File: src/hw/rtl/asoa_pkg.sv
// Package for the ADC scan oversample averager: sizes, register map,
// reset values of the scan sequence and the controller state type.
// No dependencies.
package asoa_pkg;

  localparam int CHANNELS    = 7;
  localparam int AVG_COUNT   = 4;
  localparam int OVERSAMPLE  = 4;

  localparam int RING_LEN    = AVG_COUNT * OVERSAMPLE;
  localparam int STORE_DEPTH = CHANNELS * RING_LEN;
  localparam int ADDR_W      = (STORE_DEPTH > 1) ? $clog2(STORE_DEPTH) : 1;
  localparam int RING_W      = (RING_LEN > 1) ? $clog2(RING_LEN) : 1;
  localparam int CNT_W       = $clog2(RING_LEN + 1);

  localparam int SAMPLE_W    = 12;
  localparam int SUM_W       = SAMPLE_W + $clog2(RING_LEN);
  localparam int PROD_W      = 2 * SUM_W + 1;
  localparam int SLOT_W      = 3;
  localparam int CHAN_W      = 5;
  localparam int AVG_W       = 14;
  localparam int AVG_MAX     = 16383;

  localparam int SEQ_REGS    = 8;
  localparam int SEQ_IDX_W   = 3;
  localparam int PADDR_W     = 5;
  localparam int PDATA_W     = 32;

  localparam int S_TDATA_W   = 16;
  localparam int M_TDATA_W   = 24;

  localparam logic REQ_SAMPLE = 1'b0;
  localparam logic REQ_READ   = 1'b1;

  typedef logic [CHAN_W-1:0] chan_t;
  typedef chan_t seq_table_t [SEQ_REGS];

  localparam seq_table_t SEQ_RESET = '{
    5'd12, 5'd11, 5'd10, 5'd13, 5'd14, 5'd0, 5'd4, 5'd0
  };

  typedef enum logic [2:0] {
    ST_IDLE,
    ST_SUM,
    ST_DIV_MUL,
    ST_DIV_FIX,
    ST_FINISH
  } ctrl_state_e;

endpackage

File: src/hw/rtl/adc_scan_oversample_averager.sv
// Top level of the ADC scan oversample averager: sequencer, sample ring
// store, read-out averager and APB sequence registers.
// Depends on asoa_pkg.
//
// Usage:
//   Slave stream takes one request beat: tuser is the request kind (0 end of
//   conversion carrying a sample, 1 read of a slot average). A sample beat
//   stores the value at the current slot and ring position, advances the
//   scan and returns the converter channel for the next slot. A read beat
//   sums all stored samples of a slot and divides by the averaging count.
//   Master stream returns one result beat per request; tuser flags a read
//   of a slot at or beyond the channel count.
//   A sample beat and an invalid slot read go straight to the result
//   stage; a read first walks the slot's ring, one store read per cycle,
//   then runs a reciprocal divide (multiply, then correction).
//   One request is in work at a time; the next one is accepted while the
//   output register still holds an untaken result.
//   Reset clears the pointers, restores the scan sequence and marks every
//   store entry as zero through per-entry valid bits.
//   A stalled master side holds the result; the finished next result waits.
//   APB: sequence registers seq_slot_0..7 at byte addresses 4*i.
module adc_scan_oversample_averager
  import asoa_pkg::*;
(
  input  logic                 clk_i,
  input  logic                 rst_ni,
  input  logic                 s_axis_tvalid,
  output logic                 s_axis_tready,
  // sample_value[11:0], slot_select[14:12], zero pad
  input  logic [S_TDATA_W-1:0] s_axis_tdata,
  // req_type[0]
  input  logic                 s_axis_tuser,
  output logic                 m_axis_tvalid,
  input  logic                 m_axis_tready,
  // next_channel[4:0], average_value[18:5], zero pad
  output logic [M_TDATA_W-1:0] m_axis_tdata,
  // slot_invalid[0]
  output logic                 m_axis_tuser,
  input  logic                 psel,
  input  logic                 penable,
  input  logic                 pwrite,
  input  logic [PADDR_W-1:0]   paddr,
  input  logic [PDATA_W-1:0]   pwdata,
  output logic [PDATA_W-1:0]   prdata,
  output logic                 pready
);

  localparam logic [PROD_W-SUM_W-1:0] RECIP =
    (PROD_W-SUM_W)'((64'd1 << SUM_W) / AVG_COUNT);

  ctrl_state_e state_q, state_d;

  chan_t              seq_q [SEQ_REGS];
  logic [SLOT_W-1:0]  slot_q, slot_d;
  logic [RING_W-1:0]  ring_q, ring_d;
  logic [CNT_W-1:0]   cnt_q, cnt_d;
  logic               rd_pend_q, rd_pend_d;
  logic [SLOT_W-1:0]  sel_q;
  logic [SUM_W-1:0]   acc_q;
  logic [PROD_W-1:0]  prod_q;

  logic [SAMPLE_W-1:0] mem_q [STORE_DEPTH];
  logic [STORE_DEPTH-1:0] vld_q;
  logic [SAMPLE_W-1:0] rdata_q;
  logic                vld_rd_q;

  chan_t              res_chan_q;
  logic [AVG_W-1:0]   res_avg_q;
  logic               res_inv_q;

  logic               m_valid_q;
  chan_t              m_chan_q;
  logic [AVG_W-1:0]   m_avg_q;
  logic               m_inv_q;

  logic               s_fire;
  logic               rd_en;
  logic               wr_en;
  logic               out_load;
  logic               cfg_wr;
  logic [ADDR_W-1:0]  rd_addr;
  logic [ADDR_W-1:0]  wr_addr;
  logic [SLOT_W-1:0]  req_sel;
  logic               req_ok;
  logic               slot_wrap;
  logic [SLOT_W-1:0]  slot_next;
  logic [RING_W-1:0]  ring_next;
  logic [PROD_W-SUM_W-1:0] quo;
  logic [PROD_W-SUM_W-1:0] rem;
  logic [PROD_W-SUM_W-1:0] quo_fix;

  assign s_fire  = s_axis_tvalid && s_axis_tready;
  assign req_sel = s_axis_tdata[SAMPLE_W +: SLOT_W];
  assign req_ok  = 32'(req_sel) < CHANNELS;

  assign slot_wrap = slot_q == SLOT_W'(CHANNELS - 1);
  assign slot_next = slot_wrap ? '0 : slot_q + SLOT_W'(1);
  assign ring_next = !slot_wrap ? ring_q :
                     (ring_q == RING_W'(RING_LEN - 1)) ? '0 : ring_q + RING_W'(1);

  assign wr_addr = ADDR_W'(slot_q) * ADDR_W'(RING_LEN) + ADDR_W'(ring_q);
  assign rd_addr = ADDR_W'(sel_q) * ADDR_W'(RING_LEN) + ADDR_W'(cnt_q[RING_W-1:0]);

  assign quo     = prod_q[PROD_W-1:SUM_W];
  assign rem     = (PROD_W-SUM_W)'(acc_q) - quo * (PROD_W-SUM_W)'(AVG_COUNT);
  assign quo_fix = (rem >= (PROD_W-SUM_W)'(AVG_COUNT)) ? quo + (PROD_W-SUM_W)'(1) : quo;

  // next state
  always_comb begin
    state_d = state_q;
    case (state_q)
      ST_IDLE: begin
        if (s_fire) begin
          if (s_axis_tuser == REQ_READ && req_ok) state_d = ST_SUM;
          else                                    state_d = ST_FINISH;
        end
      end
      ST_SUM: begin
        if (cnt_q == CNT_W'(RING_LEN) && !rd_pend_q) state_d = ST_DIV_MUL;
      end
      ST_DIV_MUL: state_d = ST_DIV_FIX;
      ST_DIV_FIX: state_d = ST_FINISH;
      ST_FINISH: begin
        if (!m_valid_q || m_axis_tready) state_d = ST_IDLE;
      end
      default: state_d = ST_IDLE;
    endcase
  end

  // controller outputs
  always_comb begin
    s_axis_tready = 1'b0;
    rd_en         = 1'b0;
    out_load      = 1'b0;
    case (state_q)
      ST_IDLE:   s_axis_tready = 1'b1;
      ST_SUM:    rd_en = cnt_q < CNT_W'(RING_LEN);
      ST_FINISH: out_load = !m_valid_q || m_axis_tready;
      default: begin
        s_axis_tready = 1'b0;
      end
    endcase
  end

  assign wr_en     = s_fire && s_axis_tuser == REQ_SAMPLE;
  assign rd_pend_d = rd_en;
  assign cnt_d     = (state_q == ST_IDLE) ? '0 : rd_en ? cnt_q + CNT_W'(1) : cnt_q;
  assign slot_d    = wr_en ? slot_next : slot_q;
  assign ring_d    = wr_en ? ring_next : ring_q;

  always_ff @(posedge clk_i or negedge rst_ni) begin
    if (!rst_ni) begin
      state_q   <= ST_IDLE;
      slot_q    <= '0;
      ring_q    <= '0;
      cnt_q     <= '0;
      rd_pend_q <= 1'b0;
      m_valid_q <= 1'b0;
      vld_q     <= '0;
    end else begin
      state_q   <= state_d;
      slot_q    <= slot_d;
      ring_q    <= ring_d;
      cnt_q     <= cnt_d;
      rd_pend_q <= rd_pend_d;
      if (wr_en) vld_q[wr_addr] <= 1'b1;
      if (out_load)           m_valid_q <= 1'b1;
      else if (m_axis_tready) m_valid_q <= 1'b0;
    end
  end

  // sample store
  always_ff @(posedge clk_i) begin
    if (wr_en) mem_q[wr_addr] <= s_axis_tdata[SAMPLE_W-1:0];
    if (rd_en) begin
      rdata_q  <= mem_q[rd_addr];
      vld_rd_q <= vld_q[rd_addr];
    end
  end

  // datapath
  always_ff @(posedge clk_i) begin
    case (state_q)
      ST_IDLE: begin
        sel_q <= req_sel;
        acc_q <= '0;
        if (s_axis_tuser == REQ_SAMPLE) begin
          res_chan_q <= seq_q[slot_next];
          res_avg_q  <= '0;
          res_inv_q  <= 1'b0;
        end else begin
          res_chan_q <= '0;
          res_avg_q  <= '0;
          res_inv_q  <= !req_ok;
        end
      end
      ST_SUM: begin
        if (rd_pend_q && vld_rd_q) acc_q <= acc_q + SUM_W'(rdata_q);
      end
      ST_DIV_MUL: prod_q <= PROD_W'(acc_q) * PROD_W'(RECIP);
      ST_DIV_FIX: begin
        res_avg_q <= (quo_fix > (PROD_W-SUM_W)'(AVG_MAX)) ? AVG_W'(AVG_MAX)
                                                          : AVG_W'(quo_fix);
      end
      default: begin
        acc_q <= acc_q;
      end
    endcase
    if (out_load) begin
      m_chan_q <= res_chan_q;
      m_avg_q  <= res_avg_q;
      m_inv_q  <= res_inv_q;
    end
  end

  // sequence registers
  assign cfg_wr = psel && penable && pwrite && pready;
  assign pready = 1'b1;
  assign prdata = PDATA_W'(seq_q[paddr[PADDR_W-1:2]]);

  always_ff @(posedge clk_i or negedge rst_ni) begin
    if (!rst_ni) begin
      seq_q <= SEQ_RESET;
    end else if (cfg_wr) begin
      seq_q[paddr[PADDR_W-1:2]] <= pwdata[CHAN_W-1:0];
    end
  end

  assign m_axis_tvalid = m_valid_q;
  assign m_axis_tdata  = {(M_TDATA_W-CHAN_W-AVG_W)'(0), m_avg_q, m_chan_q};
  assign m_axis_tuser  = m_inv_q;

`ifndef NO_ASSERTIONS
  a_slot_range: assert property (@(posedge clk_i) disable iff (!rst_ni)
    32'(slot_q) < CHANNELS)
    else $error("slot pointer out of range");

  a_ring_range: assert property (@(posedge clk_i) disable iff (!rst_ni)
    32'(ring_q) < RING_LEN)
    else $error("ring pointer out of range");

  a_walk_bound: assert property (@(posedge clk_i) disable iff (!rst_ni)
    rd_pend_q |-> state_q == ST_SUM && cnt_q != '0)
    else $error("store read pending outside the ring walk");

  a_invalid_zero: assert property (@(posedge clk_i) disable iff (!rst_ni)
    m_axis_tvalid && m_axis_tuser |-> m_axis_tdata == '0)
    else $error("invalid slot read carries data");
`endif

endmodule
File: config.mk
export PLATFORM = sky130hd
export DESIGN_NAME = adc_scan_oversample_averager
export DESIGN_NICKNAME = d
export VERILOG_FILES = /design/src/hw/rtl/asoa_pkg.sv /design/src/hw/rtl/adc_scan_oversample_averager.sv
export SDC_FILE = /design/constraint.sdc
export NUM_CORES = 2
export LEC_CHECK = 0
export ABC_AREA = 1
export BUFFER_PORTS_ARGS = -buffer_cell sky130_fd_sc_hd__buf_2
export CORE_MARGIN = 10
export CORE_UTILIZATION = 25
export DETAILED_ROUTE_END_ITERATION = 10
export PLACE_DENSITY_LB_ADDON = 0.12
export SYNTH_ARGS = -nofsm -noshare
export SYNTH_HDL_FRONTEND = slang
export SYNTH_SLANG_ARGS = --single-unit
File: constraint.sdc
create_clock -name clk_i -period 3.3 [get_ports clk_i]
set_input_delay 0.33 -clock clk_i [delete_from_list [all_inputs] [get_ports clk_i]]
set_output_delay 0.33 -clock clk_i [all_outputs]
set_load 0.02 [all_outputs]
* After elaboration in Yosys (flattened, before gate mapping)
Memory sizes are Yosys's and may differ from the RTL's. A register that Yosys moved wholly into a read port is not among the register bits. Index checks and enable logic that the tools add are counted.
Storage, ports and cells: flip-flop bits (word level) 245, latch bits 0, RAM bits 1344, bits in read-only memories 0, bits of input ports 61, output and inout port bits 60, word-level logic and storage cells 114, memories 1
Operators by class: add/subtract/negate cells 8, $mul 0, divide/modulo/power cells 0, magnitude comparators 10, equal/unequal tests 11, shift operators 0, multiplexer cells 34, bitwise operators 4, reductions and logical operators 21
Memory list:
- mem_q | words 112, width 12, rd ports 1, clocked after Yosys merged registers in 1, write ports 1, line adc_scan_oversample_averager.sv:62 | logic [SAMPLE_W-1:0] mem_q [STORE_DEPTH];
Operator list (number):
- $or A112 B112 Y112 | 1
- $bwmux W40 | 1
- $mux W5 | 7
- $pmux W16 S2 | 1
- $bmux W5 S3 | 2
- $pmux W14 S2 | 1
- $ge A17 B3 Y1 const B | 1
- $sub A16 B16 Y17 | 1
- $add A16 B12 Y16 | 1
- $lt A7 B8 Y1 const B | 2
- $mux W16 | 1
- $add A14 B1 Y15 const B | 1
- $demux W5 S3 | 1
- $gt A15 B14 Y1 const B | 1
- $mux W15 | 1
- $mux W3 | 5
- $pmux W3 S5 | 1
- $add A7 B4 Y7 | 2
- $mux W14 | 1
- $logic_and A1 B1 Y1 | 9
- $mux W1 | 9
- $ge A4 B4 Y1 const B | 2
- $ne A2 B2 Y1 const B | 4
- $not A3 Y4 | 2
- 22 further kinds | 30

* Depth between registers and ports, before layout
word-level depth 6, mapped depth 19, gate-level depth less buffers 18

* Least setup slack after synthesis
No wires, ideal clock.
path kind reg-to-reg, start register state_q[2], end memory mem_q[67][0] (enable), library setup time 381 ps, arrival time 2077 ps, required time 2919 ps, setup slack 842 ps, stages on the path, launching flop included 10, path buffers 2, clock period less this slack 2458 ps, path through dfrtp_1 -> nor2_2 -> nand2_2 -> clkinv_2 -> nand3_2 -> buf_6 -> nor2_2 -> nand3_1 -> buf_2 -> nor2_1
On the way: longest elaborated chain between the ends 6
Ends and longest elaborated chain:
- start: declaration | line adc_scan_oversample_averager.sv:51 | ctrl_state_e state_q, state_d;
- start signal: assignment | line adc_scan_oversample_averager.sv:161 | state_q <= state_d;
- $logic_not A3 Y1 | line adc_scan_oversample_averager.sv:135 | case (state_q)
- $mux W1 | line adc_scan_oversample_averager.sv:135
- via s_axis_tready | line adc_scan_oversample_averager.sv:28 | output logic s_axis_tready,
- $logic_and A1 B1 Y1 | line adc_scan_oversample_averager.sv:92 | assign s_fire = s_axis_tvalid && s_axis_tready;
- $logic_and A1 B1 Y1 | line adc_scan_oversample_averager.sv:145 | assign wr_en = s_fire && s_axis_tuser == REQ_SAMPLE;
- $mux W1 | line adc_scan_oversample_averager.sv:174 | if (wr_en) mem_q[wr_addr] <= s_axis_tdata[SAMPLE_W-1:0];
- $mux W1 (not written as such) | line adc_scan_oversample_averager.sv:174
- end: declaration | line adc_scan_oversample_averager.sv:62
The timed path passes the listed nets, and every way through them passes these cells.

* Final worst setup path
start register cnt_q[1], end register rdata_q[8], read port of mem_q (data pin)
On the way: longest elaborated chain between the ends 2, elaborated cells between the ends (all ways) 3, those cells by class 1 x add/sub; 1 x order compare; 1 x mux
Ends and longest elaborated chain:
- start: declaration | line adc_scan_oversample_averager.sv:56 | logic [CNT_W-1:0] cnt_q, cnt_d;
- start signal: assignment | line adc_scan_oversample_averager.sv:164 | cnt_q <= cnt_d;
- $lt A5 B5 Y1 | line adc_scan_oversample_averager.sv:137 | ST_SUM: rd_en = cnt_q < CNT_W'(RING_LEN);
- $mux W1 | line adc_scan_oversample_averager.sv:135
- end: declaration | line adc_scan_oversample_averager.sv:64 | logic [SAMPLE_W-1:0] rdata_q;
Parallel ways exist; a longest one is shown, timed or not. A chain may end at the register's enable or synchronous reset.

==> summary.txt <==
Run status
  • Status: finished clean

Logic synthesis
  • Number of synthesized flops with an enable pin: 1430
  • Most frequent cells after synthesis: edfxtp_1, nor2_1, o21ai_0
  • Cell accounting for the most synthesized area: edfxtp_1
  • Distinct cell type count after synthesis: 55
  • Yosys reg bits: 1599
  • Seq/Total Area, Yosys: 72.0%
  • Post-Syn Instances: 5408
  • Post-synth top area share: 65.5%
  • Main synth FF type: edfxtp_1
  • Netlist Area Pre-Place: 65600 µm²
  • Top post-synthesis cells by area: edfxtp_1, o21ai_0, dfrtp_1, nor2_1, nand2_1
  • Syn Area/Cell: 12.1 µm²
  • Top-count cell post-synth: edfxtp_1
  • Post-synth ARST share: 10.6%
  • Synth Warn #: 0

Floorplanning
  • IO Pins: 121
  • Initial core utilization: 25.2%
  • Die height: 532 µm
  • Core Rows: 187
  • Die X: 532 µm
  • Core area: 260000 µm²
  • Die area: 283000 µm²

Place
  • Placed cells: 8922
  • Gpl congestion: 0.783
  • HPWL after DPL: 131 mm
  • Port buffer count: 57

Final layout
  • Area Growth Syn to Fin: 18.1%
  • Final Non-Filler Cells: 9291
  • Nets: 5722
  • Share of cells above drive strength 1: 12.3%

Drt
  • Initial DRC count: 3362
  • DR WL/cell: 23.4 µm
  • DRT antenna net count: 0
  • DR vias: 42600
  • Initial DRT Pass Iterations: 5
  • WL final: 218 mm
  • # DRC: 0
  • DR vias/cell: 4.59

Timing
  • Skew final: 0.0402 ns
  • Min cycle time layout: 3.11 ns
  • Max Clock Freq: 321 MHz
  • Final Hold Viols: 0
  • Worst Tran Pin Value: 1.06 ns
  • Worst slew margin: 29.0%
  • Setup-failing EPs final: 0
  • Crit share post-route: 94.3%
  • Unrepaired setup endpoints after global routing: false
  • Slew Limit Fails: 0
  • Total negative slack: 0 ns

Worst setup path
  • Critical Path RT: 3.99 ns
  • Worst-case reg-to-reg path depth: 10
  • Reg2reg setup slack: 0.19 ns
  • Crit path DAT: 3.80 ns
  • CP Class: reg2reg
  • Crit-path max FO: 49
  • Reg2reg start: cnt_q[1]$_DFFE_PN0P_
  • Reg2reg end: rdata_q[8]$_DFFE_PP_
  • CP Capture Point: rdata_q[8]$_DFFE_PP_
  • Critical path origin: cnt_q[1]$_DFFE_PN0P_
  • Worst Setup End Kind: register
  • Crit path launch type: register

Global route
  • Largest net degree at the start of global routing: 113
  • First-pass GRT wire length: 312 mm
  • Initial antenna violation count: 15
  • GRT overflow: 0
  • Vias in the first global route: 41800
  • GRT Total Usage: 14.8%

Pwr
  • Clk network pwr share: 34.3%
  • Seq pwr share: 40.1%
  • Max VDD drop: 605 µV
  • Gate power share: 25.6%
  • PwrDens: 760 nW/µm²
  • P_sw: 19900 µW
  • P_leak: 0.0270 µW
  • Pint: 38900 µW
  • Sw Share: 33.9%

Clock tree
  • Max clock buf depth: 3
  • CTS HTree Levels: 4
  • Clk slew on worst S/H paths: 0.06 ns
  • Sink Count: 1599
  • CTS buffer count: 181
  • Clock latency on the worst-skew pair: 0.83 ns
  • Root Buffer: clkbuf_16
  • CTS tree: built

Hold path
  • Hold Path Class: in2async

Flow run
  • Max-cap violations: 0
[how the worst min path moves through the flow]
stage	start	to	depth (start not counted)
final	rst_ni	vld_q[39]$_DFFE_PN0P_	2
after global routing	rst_ni	vld_q[39]$_DFFE_PN0P_	2
after global placement	rst_ni	vld_q[39]$_DFFE_PN0P_	1
after floorplan	rst_ni	cnt_q[0]$_DFFE_PN0P_	0
after CTS	rst_ni	vld_q[6]$_DFFE_PN0P_	2
after detailed placement	rst_ni	vld_q[6]$_DFFE_PN0P_	1
[state kept, by name, summed over array words and instances, names as in the netlist, 3 cells and up]
signal      cells
acc_q          16
sel_q           3
m_avg_q        14
cnt_q           5
m_chan_q        5
res_avg_q      14
prod_q         14
seq_q          40
mem_q        1344
slot_q          3
rdata_q        12
state_q         3
res_chan_q      5
ring_q          4
vld_q         112
[layout make-up]
class                           count  area (µm²)
Fill cell                       26700      183000
Sequential cell                  1599       47200
Multi-Input combinational cell   3296       15800
Clock buffer                      234        4850
Tap cell                         3496        4370
Timing Repair Buffer              367        3430
Clock inverter                    108        1070
Inverter                          184         713
Antenna cell                        7        17.5
[metrics by stage]
stage	hold slack, ns	cell area (µm²)	setup WS (ns)	total power (µW)	utilization [%]
floorplan	0.0344	65700	0.842	32900	-
global placement	0.378	71300	0.134	39300	27.4
detailed placement	0.404	71300	0.166	39200	27.4
CTS	0.0352	77400	0.134	59700	29.7
global route	0.0624	77400	0.0136	61900	29.8
finish	0.0477	77400	0.188	58800	29.8
[critical path, cell delays in order, from the launching register on]
cell     delay, ns
dfrtp_4       0.59
inv_8         0.39
buf_4         0.36
o21ai_0       0.13
o22ai_1       0.36
a22o_1        0.19
o21ai_0       0.19
buf_4         0.21
nand3_1       0.28
nand2_1       0.11
nand2_1       0.08
[power groups by stage]
stage                     combinational (µW)  sequential, µW  clock [µW]
final                                  15100           23600       20200
after CTS                              15300           23600       20800
after floorplan                         9120           23700           0
after global routing                   16700           23600       21600
after global placement                 15300           24000           0
after detailed placement               15200           24000           0
[kinds of logic (layout without fill, tap and decap cells)]
family          Yosys count  count (layout)  share of synthesized area [%]
compound gates         1473            1473                           12.2
xor+xnor                 10              10                          0.134
fa+ha+maj                32              32                          0.634
buf+inv                 544             893                           4.21
flops                  1599            1599                           72.0
other cells               2              40                         0.0115
simple gates           1748            1748                           10.8
[cells in the final DEF (no fill, tap or decap), types with 31 or more instances in the layout]
| cell type | instances |
|---|---|
| o21ai_0 | 801 |
| buf_12 | 59 |
| nor2_1 | 926 |
| nand2_1 | 568 |
| edfxtp_1 | 1430 |
| buf_2 | 44 |
| nand3_1 | 94 |
| conb_1 | 33 |
| a21oi_1 | 171 |
| o21ai_1 | 98 |
| clkbuf_1 | 43 |
| or2_2 | 61 |
| nand4_1 | 54 |
| clkinv_2 | 31 |
| inv_1 | 176 |
| dfrtp_1 | 153 |
| buf_4 | 246 |
| clkinv_1 | 47 |
| o22ai_1 | 315 |
| clkbuf_16 | 183 |
[timing repair]
action / 4_1_cts / 5_1_grt
hold buffers: 17 / 0
resized for setup: 0 / 2
buffers inserted: 0 / 3
endpoints found under the setup margin: 0 / 2
hold endpoints to repair: 158 / 0
[routing by layer]
| layer | up-vias | part of all wire (%) | global-route usage (%) |
|---|---|---|---|
| met5 | - | 0 | 0 |
| met3 | 235 | 4.2 | 2.29 |
| met1 | 21600 | 47 | 20.7 |
| met2 | 885 | 46 | 23.9 |
| li1 | 20000 | - | - |
| met4 | 0 | 2.2 | 3.65 |
Note: power is estimated with default switching activity, not from simulation.
